[src/rtl/ctc_pkg.sv]
`timescale 1ns / 1ps
// Package for the countdown timer controller: beat structs, state and mode codes,
// register indexes and timing constants. No dependencies.
package ctc_pkg;

    localparam int COUNTER_WIDTH = 32;
    localparam int CMP_W         = (COUNTER_WIDTH > 32) ? COUNTER_WIDTH : 32;

    localparam logic [COUNTER_WIDTH-1:0] CNT_MAX = {COUNTER_WIDTH{1'b1}};

    localparam logic [9:0]  MS_PER_SEC     = 10'd1000;
    localparam logic [7:0]  PHASE_DIV      = 8'd250;   // flash phase; blink uses twice this
    localparam logic [15:0] DEFAULT_START  = 16'd30;
    localparam logic [15:0] ELAPSED_MAX    = 16'hFFFF;

    typedef enum logic [2:0] {
        ST_IDLE     = 3'd0,
        ST_SETTING  = 3'd1,
        ST_RUNNING  = 3'd2,
        ST_PAUSED   = 3'd3,
        ST_ALARMING = 3'd4
    } t_state;

    typedef enum logic [2:0] {
        MODE_TICK     = 3'd0,
        MODE_PRESET   = 3'd1,
        MODE_BUTTON   = 3'd2,
        MODE_LONG     = 3'd3,
        MODE_SLAP     = 3'd4,
        MODE_PROX     = 3'd5,
        MODE_ACTIVATE = 3'd6,
        MODE_START    = 3'd7
    } t_mode;

    localparam logic [2:0] CFG_SETTING_TIMEOUT = 3'd0;
    localparam logic [2:0] CFG_DIM_TIMEOUT     = 3'd1;
    localparam logic [2:0] CFG_SLEEP_TIMEOUT   = 3'd2;
    localparam logic [2:0] CFG_AUTO_WAKE       = 3'd3;
    localparam logic [2:0] CFG_ALARM_SILENCE   = 3'd4;
    localparam logic [2:0] CFG_CLOSE_DISTANCE  = 3'd5;

    typedef struct packed {
        logic [2:0]  mode;
        logic [15:0] duration_seconds;
        logic [15:0] distance_mm;
    } t_in;

    typedef struct packed {
        logic [2:0]  timer_state;
        logic [15:0] remaining_seconds;
        logic [15:0] target_seconds;
        logic        display_on;
        logic        display_dimmed;
        logic        alarm_sounding;
        logic        start_beep;
        logic        invert_phase;
        logic        paused_visible;
        logic        clear_display;
    } t_out;

    typedef struct packed {
        logic        valid;
        logic [2:0]  index;
        logic [31:0] data;
    } t_cfg_wr;

endpackage

[src/rtl/ctc_core.sv]
`timescale 1ns / 1ps
// Timer state, configuration registers and next-state logic for one beat.
// Depends on ctc_pkg.
module ctc_core (
    input  logic            i_clk,
    input  logic            i_rst_n,
    input  ctc_pkg::t_cfg_wr i_cfg,
    input  logic            i_accept,
    input  ctc_pkg::t_in    i_item,
    output ctc_pkg::t_out   o_result
);
    import ctc_pkg::*;

    logic [31:0] r_cfg_set_to, r_cfg_dim_to, r_cfg_sleep_to, r_cfg_silence;
    logic [15:0] r_cfg_wake, r_cfg_close;

    t_state                   r_state, n_state;
    logic [15:0]              r_target, n_target;
    logic [15:0]              r_remain, n_remain;
    logic [15:0]              r_elapsed, n_elapsed;
    logic [9:0]               r_ms, n_ms;
    logic [COUNTER_WIDTH-1:0] r_tis, n_tis;
    logic [COUNTER_WIDTH-1:0] r_tsi, n_tsi;
    logic [7:0]               r_prem, n_prem;
    logic [1:0]               r_pq, n_pq;
    logic                     r_dim, n_dim;
    logic                     r_pow, n_pow;
    logic                     r_buzz, n_buzz;

    logic                     beep, clr, tis_clr;
    logic [COUNTER_WIDTH-1:0] tis_inc, tsi_inc;
    logic [9:0]               ms_inc;
    logic [15:0]              el_inc;

    always_ff @(posedge i_clk) begin
        if (!i_rst_n) begin
            r_cfg_set_to   <= 32'd30000;
            r_cfg_dim_to   <= 32'd30000;
            r_cfg_sleep_to <= 32'd60000;
            r_cfg_wake     <= 16'd10;
            r_cfg_silence  <= 32'd60000;
            r_cfg_close    <= 16'd100;
            r_state        <= ST_IDLE;
            r_target       <= '0;
            r_remain       <= '0;
            r_elapsed      <= '0;
            r_ms           <= '0;
            r_tis          <= '0;
            r_tsi          <= '0;
            r_prem         <= '0;
            r_pq           <= '0;
            r_dim          <= 1'b0;
            r_pow          <= 1'b1;
            r_buzz         <= 1'b0;
        end else begin
            if (i_cfg.valid) begin
                case (i_cfg.index)
                    CFG_SETTING_TIMEOUT: r_cfg_set_to   <= i_cfg.data;
                    CFG_DIM_TIMEOUT:     r_cfg_dim_to   <= i_cfg.data;
                    CFG_SLEEP_TIMEOUT:   r_cfg_sleep_to <= i_cfg.data;
                    CFG_AUTO_WAKE:       r_cfg_wake     <= i_cfg.data[15:0];
                    CFG_ALARM_SILENCE:   r_cfg_silence  <= i_cfg.data;
                    CFG_CLOSE_DISTANCE:  r_cfg_close    <= i_cfg.data[15:0];
                    default: ;
                endcase
            end
            if (i_accept) begin
                r_state   <= n_state;
                r_target  <= n_target;
                r_remain  <= n_remain;
                r_elapsed <= n_elapsed;
                r_ms      <= n_ms;
                r_tis     <= n_tis;
                r_tsi     <= n_tsi;
                r_prem    <= n_prem;
                r_pq      <= n_pq;
                r_dim     <= n_dim;
                r_pow     <= n_pow;
                r_buzz    <= n_buzz;
            end
        end
    end

    assign tis_inc = (r_tis == CNT_MAX) ? r_tis : r_tis + 1'b1;
    assign tsi_inc = (r_tsi == CNT_MAX) ? r_tsi : r_tsi + 1'b1;
    assign ms_inc  = r_ms + 10'd1;

    always_comb begin
        n_state   = r_state;
        n_target  = r_target;
        n_remain  = r_remain;
        n_elapsed = r_elapsed;
        n_ms      = r_ms;
        n_tis     = r_tis;
        n_tsi     = r_tsi;
        n_prem    = r_prem;
        n_pq      = r_pq;
        n_dim     = r_dim;
        n_pow     = r_pow;
        n_buzz    = r_buzz;
        beep      = 1'b0;
        clr       = 1'b0;
        tis_clr   = 1'b0;
        el_inc    = r_elapsed;

        case (i_item.mode)
            MODE_TICK: begin
                n_tis = tis_inc;
                n_tsi = tsi_inc;
                if (r_tis != CNT_MAX) begin
                    if (r_prem == PHASE_DIV - 8'd1) begin
                        n_prem = '0;
                        n_pq   = r_pq + 2'd1;
                    end else begin
                        n_prem = r_prem + 8'd1;
                    end
                end
                case (r_state)
                    ST_SETTING: begin
                        if (CMP_W'(tis_inc) >= CMP_W'(r_cfg_set_to)) begin
                            n_state = ST_IDLE;
                            tis_clr = 1'b1;
                            clr     = 1'b1;
                            n_pow   = 1'b0;
                        end
                    end
                    ST_RUNNING: begin
                        if (ms_inc >= MS_PER_SEC) begin
                            n_ms = '0;
                            if (r_elapsed != ELAPSED_MAX) begin
                                el_inc = r_elapsed + 16'd1;
                            end
                        end else begin
                            n_ms = ms_inc;
                        end
                        n_elapsed = el_inc;
                        if (el_inc >= r_target) begin
                            n_remain = '0;
                            n_buzz   = 1'b1;
                            n_state  = ST_ALARMING;
                            tis_clr  = 1'b1;
                            n_tsi    = '0;
                            n_dim    = 1'b0;
                            n_pow    = 1'b1;
                        end else begin
                            n_remain = r_target - el_inc;
                            if (n_remain <= r_cfg_wake) begin
                                if (!r_pow || r_dim) begin
                                    n_tsi = '0;
                                    n_dim = 1'b0;
                                    n_pow = 1'b1;
                                end
                            end else if (CMP_W'(tsi_inc) >= CMP_W'(r_cfg_sleep_to)) begin
                                n_pow = 1'b0;
                            end else if (CMP_W'(tsi_inc) >= CMP_W'(r_cfg_dim_to)) begin
                                n_dim = 1'b1;
                            end
                        end
                    end
                    ST_ALARMING: begin
                        if (r_buzz && (CMP_W'(tis_inc) >= CMP_W'(r_cfg_silence))) begin
                            n_buzz = 1'b0;
                        end
                    end
                    default: ;
                endcase
            end
            MODE_PRESET: begin
                if (r_state == ST_SETTING) begin
                    n_tsi    = '0;
                    n_dim    = 1'b0;
                    n_pow    = 1'b1;
                    tis_clr  = 1'b1;
                    n_target = i_item.duration_seconds;
                    n_remain = i_item.duration_seconds;
                end
            end
            MODE_BUTTON: begin
                n_tsi = '0;
                n_dim = 1'b0;
                n_pow = 1'b1;
                case (r_state)
                    ST_SETTING: begin
                        n_remain  = r_target;
                        n_elapsed = '0;
                        n_ms      = '0;
                        beep      = 1'b1;
                        n_state   = ST_RUNNING;
                        tis_clr   = 1'b1;
                    end
                    ST_RUNNING: begin
                        n_state = ST_PAUSED;
                        tis_clr = 1'b1;
                    end
                    ST_PAUSED: begin
                        n_state = ST_RUNNING;
                        tis_clr = 1'b1;
                    end
                    ST_ALARMING: begin
                        n_buzz  = 1'b0;
                        n_state = ST_IDLE;
                        tis_clr = 1'b1;
                        clr     = 1'b1;
                    end
                    default: ;
                endcase
            end
            MODE_LONG: begin
                if (r_state inside {ST_RUNNING, ST_PAUSED}) begin
                    n_tsi    = '0;
                    n_dim    = 1'b0;
                    n_pow    = 1'b1;
                    n_remain = r_target;
                    n_state  = ST_SETTING;
                    tis_clr  = 1'b1;
                end
            end
            MODE_SLAP: begin
                if (r_state == ST_ALARMING) begin
                    n_buzz  = 1'b0;
                    n_state = ST_IDLE;
                    tis_clr = 1'b1;
                    clr     = 1'b1;
                end else if (r_state == ST_RUNNING) begin
                    n_tsi = '0;
                    n_dim = 1'b0;
                    n_pow = 1'b1;
                end
            end
            MODE_PROX: begin
                if (r_state == ST_RUNNING && i_item.distance_mm < r_cfg_close) begin
                    n_tsi = '0;
                    n_dim = 1'b0;
                    n_pow = 1'b1;
                end
            end
            MODE_ACTIVATE: begin
                n_tsi   = '0;
                n_dim   = 1'b0;
                n_pow   = 1'b1;
                n_buzz  = 1'b0;
                n_state = ST_SETTING;
                tis_clr = 1'b1;
            end
            MODE_START: begin
                n_tsi     = '0;
                n_dim     = 1'b0;
                n_pow     = 1'b1;
                n_target  = (i_item.duration_seconds == 16'd0) ? DEFAULT_START
                                                              : i_item.duration_seconds;
                n_remain  = n_target;
                n_elapsed = '0;
                n_ms      = '0;
                beep      = 1'b1;
                n_state   = ST_RUNNING;
                tis_clr   = 1'b1;
            end
            default: ;
        endcase

        if (tis_clr) begin
            n_tis  = '0;
            n_prem = '0;
            n_pq   = '0;
        end
    end

    always_comb begin
        o_result.timer_state       = n_state;
        o_result.remaining_seconds = n_remain;
        o_result.target_seconds    = n_target;
        o_result.display_on        = n_pow;
        o_result.display_dimmed    = n_dim;
        o_result.alarm_sounding    = n_buzz && (n_state == ST_ALARMING);
        o_result.start_beep        = beep;
        o_result.invert_phase      = (n_state == ST_ALARMING) ? n_pq[0] : 1'b0;
        o_result.paused_visible    = (n_state == ST_PAUSED) ? ~n_pq[1] : 1'b0;
        o_result.clear_display     = clr;
    end

endmodule

[src/rtl/countdown_timer_controller.sv]
`timescale 1ns / 1ps
// Top level of the countdown timer controller: input handshake, output register
// with skid stage, configuration port. Depends on ctc_pkg and ctc_core.

// Each accepted beat (a 1 ms tick or an event) updates the timer state in the
// cycle it is taken, and its result beat is registered in the output register
// or the skid stage. One beat is accepted every cycle; the input stalls only
// when both the output register and the skid stage hold results that the
// downstream side has not yet taken. Configuration writes are always ready and
// take effect at the following edge; writes beyond index 5 are ignored.
module countdown_timer_controller (
    input  logic          i_clk,
    input  logic          i_rst_n,
    input  logic          i_in_valid,
    output logic          o_in_stall,
    input  ctc_pkg::t_in  i_in,
    output logic          o_out_valid,
    input  logic          i_out_stall,
    output ctc_pkg::t_out o_out,
    input  logic          i_cfg_valid,
    output logic          o_cfg_ready,
    input  logic [2:0]    i_cfg_index,
    input  logic [31:0]   i_cfg_data
);
    import ctc_pkg::*;

    logic    accept;
    logic    out_free;
    t_cfg_wr cfg_wr;
    t_out    result;

    logic    r_out_valid;
    logic    r_skid_valid;
    t_out    r_out;
    t_out    r_skid;

    assign o_cfg_ready  = 1'b1;
    assign cfg_wr.valid = i_cfg_valid;
    assign cfg_wr.index = i_cfg_index;
    assign cfg_wr.data  = i_cfg_data;

    assign o_in_stall = r_skid_valid;
    assign accept     = i_in_valid && !r_skid_valid;
    assign out_free   = !r_out_valid || !i_out_stall;

    ctc_core u_core (
        .i_clk    (i_clk),
        .i_rst_n  (i_rst_n),
        .i_cfg    (cfg_wr),
        .i_accept (accept),
        .i_item   (i_in),
        .o_result (result)
    );

    always_ff @(posedge i_clk) begin
        if (!i_rst_n) begin
            r_out_valid  <= 1'b0;
            r_skid_valid <= 1'b0;
        end else if (out_free) begin
            if (r_skid_valid) begin
                r_out_valid  <= 1'b1;
                r_skid_valid <= 1'b0;
            end else begin
                r_out_valid <= accept;
            end
        end else if (accept) begin
            r_skid_valid <= 1'b1;
        end
    end

    always_ff @(posedge i_clk) begin
        if (out_free) begin
            if (r_skid_valid) begin
                r_out <= r_skid;
            end else if (accept) begin
                r_out <= result;
            end
        end else if (accept) begin
            r_skid <= result;
        end
    end

    assign o_out_valid = r_out_valid;
    assign o_out       = r_out;

    a_skid_needs_out: assert property (@(posedge i_clk) disable iff (!i_rst_n)
        r_skid_valid |-> r_out_valid)
        else $error("skid stage holds a beat while output register is empty");

    a_alarm_state: assert property (@(posedge i_clk) disable iff (!i_rst_n)
        (r_out_valid && r_out.alarm_sounding) |-> (r_out.timer_state == ST_ALARMING))
        else $error("buzzer reported outside alarming");

    a_beep_start: assert property (@(posedge i_clk) disable iff (!i_rst_n)
        (r_out_valid && r_out.start_beep) |->
            (r_out.timer_state == ST_RUNNING &&
             r_out.remaining_seconds == r_out.target_seconds))
        else $error("start beep without a fresh countdown");

endmodule
[config.mk]
export PLATFORM = sky130hd
export DESIGN_NAME = countdown_timer_controller
export DESIGN_NICKNAME = d
export VERILOG_FILES = /design/src/rtl/ctc_pkg.sv /design/src/rtl/ctc_core.sv /design/src/rtl/countdown_timer_controller.sv
export SDC_FILE = /design/constraint.sdc
export NUM_CORES = 1
export LEC_CHECK = 0
export ABC_CLOCK_PERIOD_IN_PS = 7400
export BUFFER_PORTS_ARGS = -buffer_cell sky130_fd_sc_hd__buf_2
export CORE_MARGIN = 2
export CORE_UTILIZATION = 60
export CTS_CLUSTER_DIAMETER = 50
export DETAILED_ROUTE_END_ITERATION = 12
export GPL_TIMING_DRIVEN = 0
export PLACE_DENSITY = 0.86
export SKIP_CTS_REPAIR_TIMING = 1
export SLEW_MARGIN = 20
export SYNTH_ARGS = -nofsm -noshare
export SYNTH_HDL_FRONTEND = slang
export SYNTH_SLANG_ARGS = --single-unit
[constraint.sdc]
create_clock -name i_clk -period 7.4 [get_ports i_clk]
set_clock_uncertainty 0.05 [all_clocks]
set_input_delay 2.22 -clock i_clk [delete_from_list [all_inputs] [get_ports i_clk]]
set_output_delay 2.22 -clock i_clk [all_outputs]
set_load 0.1 [all_outputs]
==> run_results.csv <==
group,metric,value,unit
status,outcome,"complete, no violations",
power,p_sw_frac,0.297,
clock_tree,clk_latency,0.59,ns
route,wire_per_inst,20.8,µm
power,p_per_area,218,nW/µm²
floorplanning,std_cell_rows,70,
power,pwr-share-seq,0.406,
global_route,grt_max_degree,24,
clock_tree,cts_root_buffer,"clkbuf_16",
floorplanning,dieWidth,197,µm
timing,period_share,0.957,
yosys,muxShareOfSynthArea,0.0174,
yosys,synth.most_common_cell,"nand2_1",
worst_setup_path,endpoint_kind,"register",
worst_setup_path,required,7.80,ns
yosys,synth-xor-area-share,0.0394,
yosys,syn-num-nets,3052,
yosys,netlist_area,22500,µm²
route,vias,21904,
timing,worst_pin_slew,1.27,ns
place,placed_cells,3385,
clock_tree,clock_sinks,384,
worst_setup_path,start_kind,"register",
timing,setup_viol,0,
place,dp_hpwl,53.6,mm
worst_setup_path,path_class,"reg2reg",
cells_and_area,synthToLayoutAreaGrowth,13.5,%
cells_and_area,final_layout_size_suffix_gt1_frac,0.0982,
yosys,synth-simple-area-share,0.219,
route,ant_nets,0,
worst_setup_path,path_buf_inv,5,
route,drt_iter0_drc,2450,
yosys,ys_seq_area_frac,0.380,
power,power.share.clock,0.433,
yosys,synth_area_leaders,"dfxtp_1, edfxtp_1, ha_1, nand2_1, a21oi_1",
power,ir_drop,0.000229,V
worst_setup_path,worstSetupEndpoint,"u_core.r_tsi[8]$_SDFFE_PN0P_",
timing,clock.fmax,141,MHz
clock_tree,numCtsBuffers,44,
route,drc,0,
yosys,ys_seq_elements,384,
worst_setup_path,arrival,7.48,ns
place,gp_congestion,1.07,
timing,finalHoldViolCount,0,
run,drv_cap,0,
worst_setup_path,regToRegEndpoint,"u_core.r_tsi[8]$_SDFFE_PN0P_",
global_route,grt_pass1_wl,112,mm
yosys,ys_warn_count,0,
global_route,grt_pass1_vias,21346,
yosys,avgSynthCellArea,8.03,µm²
floorplanning,dieArea,39000,µm²
worst_setup_path,crit_path_start,"u_core.r_ms[0]$_SDFFE_PN0P_",
power,p_comb_frac,0.161,
global_route,antenna_found_initial,5,
place,dpl_worst_slack,-0.719,ns
yosys,yosysTopAreaCellShare,0.267,
place,io_buffers,117,
timing,maxSlewHeadroom,0.151,
cells_and_area,layout.cells.non_filler,3477,
yosys,synthAdderAreaFrac,0.102,
route,routed_via_density,6.30,
clock_tree,clockBufferDepth,3,
power,p_switching,0.00165,W
power,leakage,10.3,nW
yosys,synth_compound_area_frac,0.186,
yosys,async_flop_share,0,
yosys,synth_commonest_cells,"nand2_1, a21oi_1, dfxtp_1",
worst_setup_path,r2r-start,"u_core.r_ms[0]$_SDFFE_PN0P_",
clock_tree,cts_tree,"yes",
worst_setup_path,rr_worst_depth,31,
yosys,synth_top_family_by_area,"simple AND/OR/NAND/NOR gates",
floorplanning,core_region_area,36700,µm²
clock_tree,clk_pin_slew,0.06,ns
route,drt-total-wl,72.5,mm
yosys,synth-edff-count,84,
worst_setup_path,critPathMaxStageDelay,0.44,ns
yosys,ys.flop_type,"dfxtp_1",
yosys,ys_types,93,
min_path,hp-class,"reg2reg",
global_route,grt-ovfl-total,0,
floorplanning,io_pins,120,
worst_setup_path,critPathSlowestCell,"a211oi_1",
yosys,synthCells,2798,
worst_setup_path,cpLargestDelayFamily,"compound AO/OA/AOI/OAI gates",
worst_setup_path,worst-path-stages,31,
worst_setup_path,r2r_setup_slack,0.32,ns
global_route,grt_use_total,0.367,
power,p_int,0.00390,W
route,drt_pre_antenna_iters,7,
floorplanning,start_util,0.612,
worst_setup_path,crit_path_max_fanout,10,
timing,period_needed,7.08,ns
timing,holdWs,0.404,ns
timing,slew_viol_final,0,
timing,worst_slack,0.321,ns
yosys,yosys.area.top_type,"dfxtp_1",
floorplanning,die_y,197,µm
cells_and_area,nNetsFinal,3223,
clock_tree,h-tree-depth,2,
-- per-layer routing --
metal	GRT usage	routed length, µm	part of all wire	up-vias
li1	-	-	-	10088
met1	0.408	25900	0.36	10272
met2	0.623	34200	0.47	1207
met3	0.0688	6460	0.089	337
met4	0.283	5870	0.081	0
met5	0	0	0	-
-- final cells by class --
class / instances / area (µm²)
multi-input combinational: 2083 / 12800
fill: 2859 / 11200
sequential: 384 / 8530
clock buffer: 53 / 1230
timing repair buffer: 126 / 706
inverter: 187 / 702
tap: 468 / 586
buffer: 143 / 574
clock inverter: 29 / 382
antenna: 4 / 10.0
-- cells in the final DEF (no fill, tap or decap), types with 14 or more instances in the layout --
master and count:
clkbuf_1 121, nand4_1 44, edfxtp_1 84, inv_1 186, a21o_1 64, clkbuf_16 46
and2_1 21, nand2_1 540, nand3b_1 22, dfxtp_1 300, o21ai_0 100, nand3_1 111
o21ai_1 14, nor2b_1 17, xor2_1 35, nand2b_1 16, xnor2_1 53, ha_1 177
o211ai_1 44, mux2_2 27, nor2_1 172, o21a_1 15, a21oi_1 327, and3_1 29
a31oi_1 22, buf_2 126, nor3_1 45, o31ai_1 14
-- worst reg2reg max path, delay by kind of cell (launching register included) --
kind | cells | cell delay [ns]
and+or+nand+nor | 9 | 1.70
buffers and inverters | 5 | 0.93
AOI/OAI and AO/OA | 11 | 2.39
adders and majority gates | 3 | 1.00
xor gates and xnor gates | 2 | 0.38
DFF | 1 | 0.38
muxes | 1 | 0.13
-- sequential cells by signal, summed over array words and instances, names as in the netlist, 32 cells and up --
signal and count:
u_core.r_cfg_sleep_to 32, o_out 42, r_skid 42, u_core.r_tsi 32, u_core.r_cfg_dim_to 32, u_core.r_tis 32, u_core.r_cfg_set_to 32, u_core.r_cfg_silence 32
-- per-stage QoR --
| stage | total power (W) | utilization | area [µm²] | TNS [ns] |
|---|---|---|---|---|
| 2_1_floorplan | 0.00287 | - | 22500 | 0 |
| 3_3_place_gp | 0.00310 | 0.644 | 23600 | -4.96 |
| 3_5_place_dp | 0.00313 | 0.646 | 23700 | -8.63 |
| 4_1_cts | 0.00551 | 0.690 | 25300 | -11.43 |
| 5_1_grt | 0.00569 | 0.694 | 25500 | -0.670 |
| 6_report | 0.00555 | 0.695 | 25500 | 0 |
-- worst min path at each step --
stage                                                startpoint                               endpoint  slack (ns)  cells after the start
final                             u_core.r_tis[23]$_SDFFE_PN0P_          u_core.r_tis[23]$_SDFFE_PN0P_        0.40                      2
after global routing      u_core.r_cfg_silence[17]$_SDFFE_PN0P_  u_core.r_cfg_silence[17]$_SDFFE_PN0P_        0.42                      2
after CTS                 u_core.r_cfg_sleep_to[8]$_SDFFE_PN0P_  u_core.r_cfg_sleep_to[8]$_SDFFE_PN0P_        0.40                      2
after detailed placement  u_core.r_cfg_sleep_to[8]$_SDFFE_PN0P_  u_core.r_cfg_sleep_to[8]$_SDFFE_PN0P_        0.40                      2
after global placement            u_core.r_tis[23]$_SDFFE_PN0P_          u_core.r_tis[23]$_SDFFE_PN0P_        0.39                      2
after floorplan                   u_core.r_tis[23]$_SDFFE_PN0P_          u_core.r_tis[23]$_SDFFE_PN0P_        0.38                      2
-- power by group through the flow --
stage	sequential [W]	combinational, W	clock [W]
3_5_place_dp	0.00230	0.000833	0
5_1_grt	0.00226	0.000942	0.00249
6_report	0.00225	0.000894	0.00241
3_3_place_gp	0.00230	0.000804	0
4_1_cts	0.00225	0.000841	0.00241
2_1_floorplan	0.00245	0.000419	0
-- logic make-up after synthesis --
group           after synthesis
buf+inv                     331
compound gates              687
mux                          34
other cells                   1
xor+xnor                     97
fa+ha+maj                   183
flops                       384
simple gates               1081
Power figures use the tool's default switching activity.
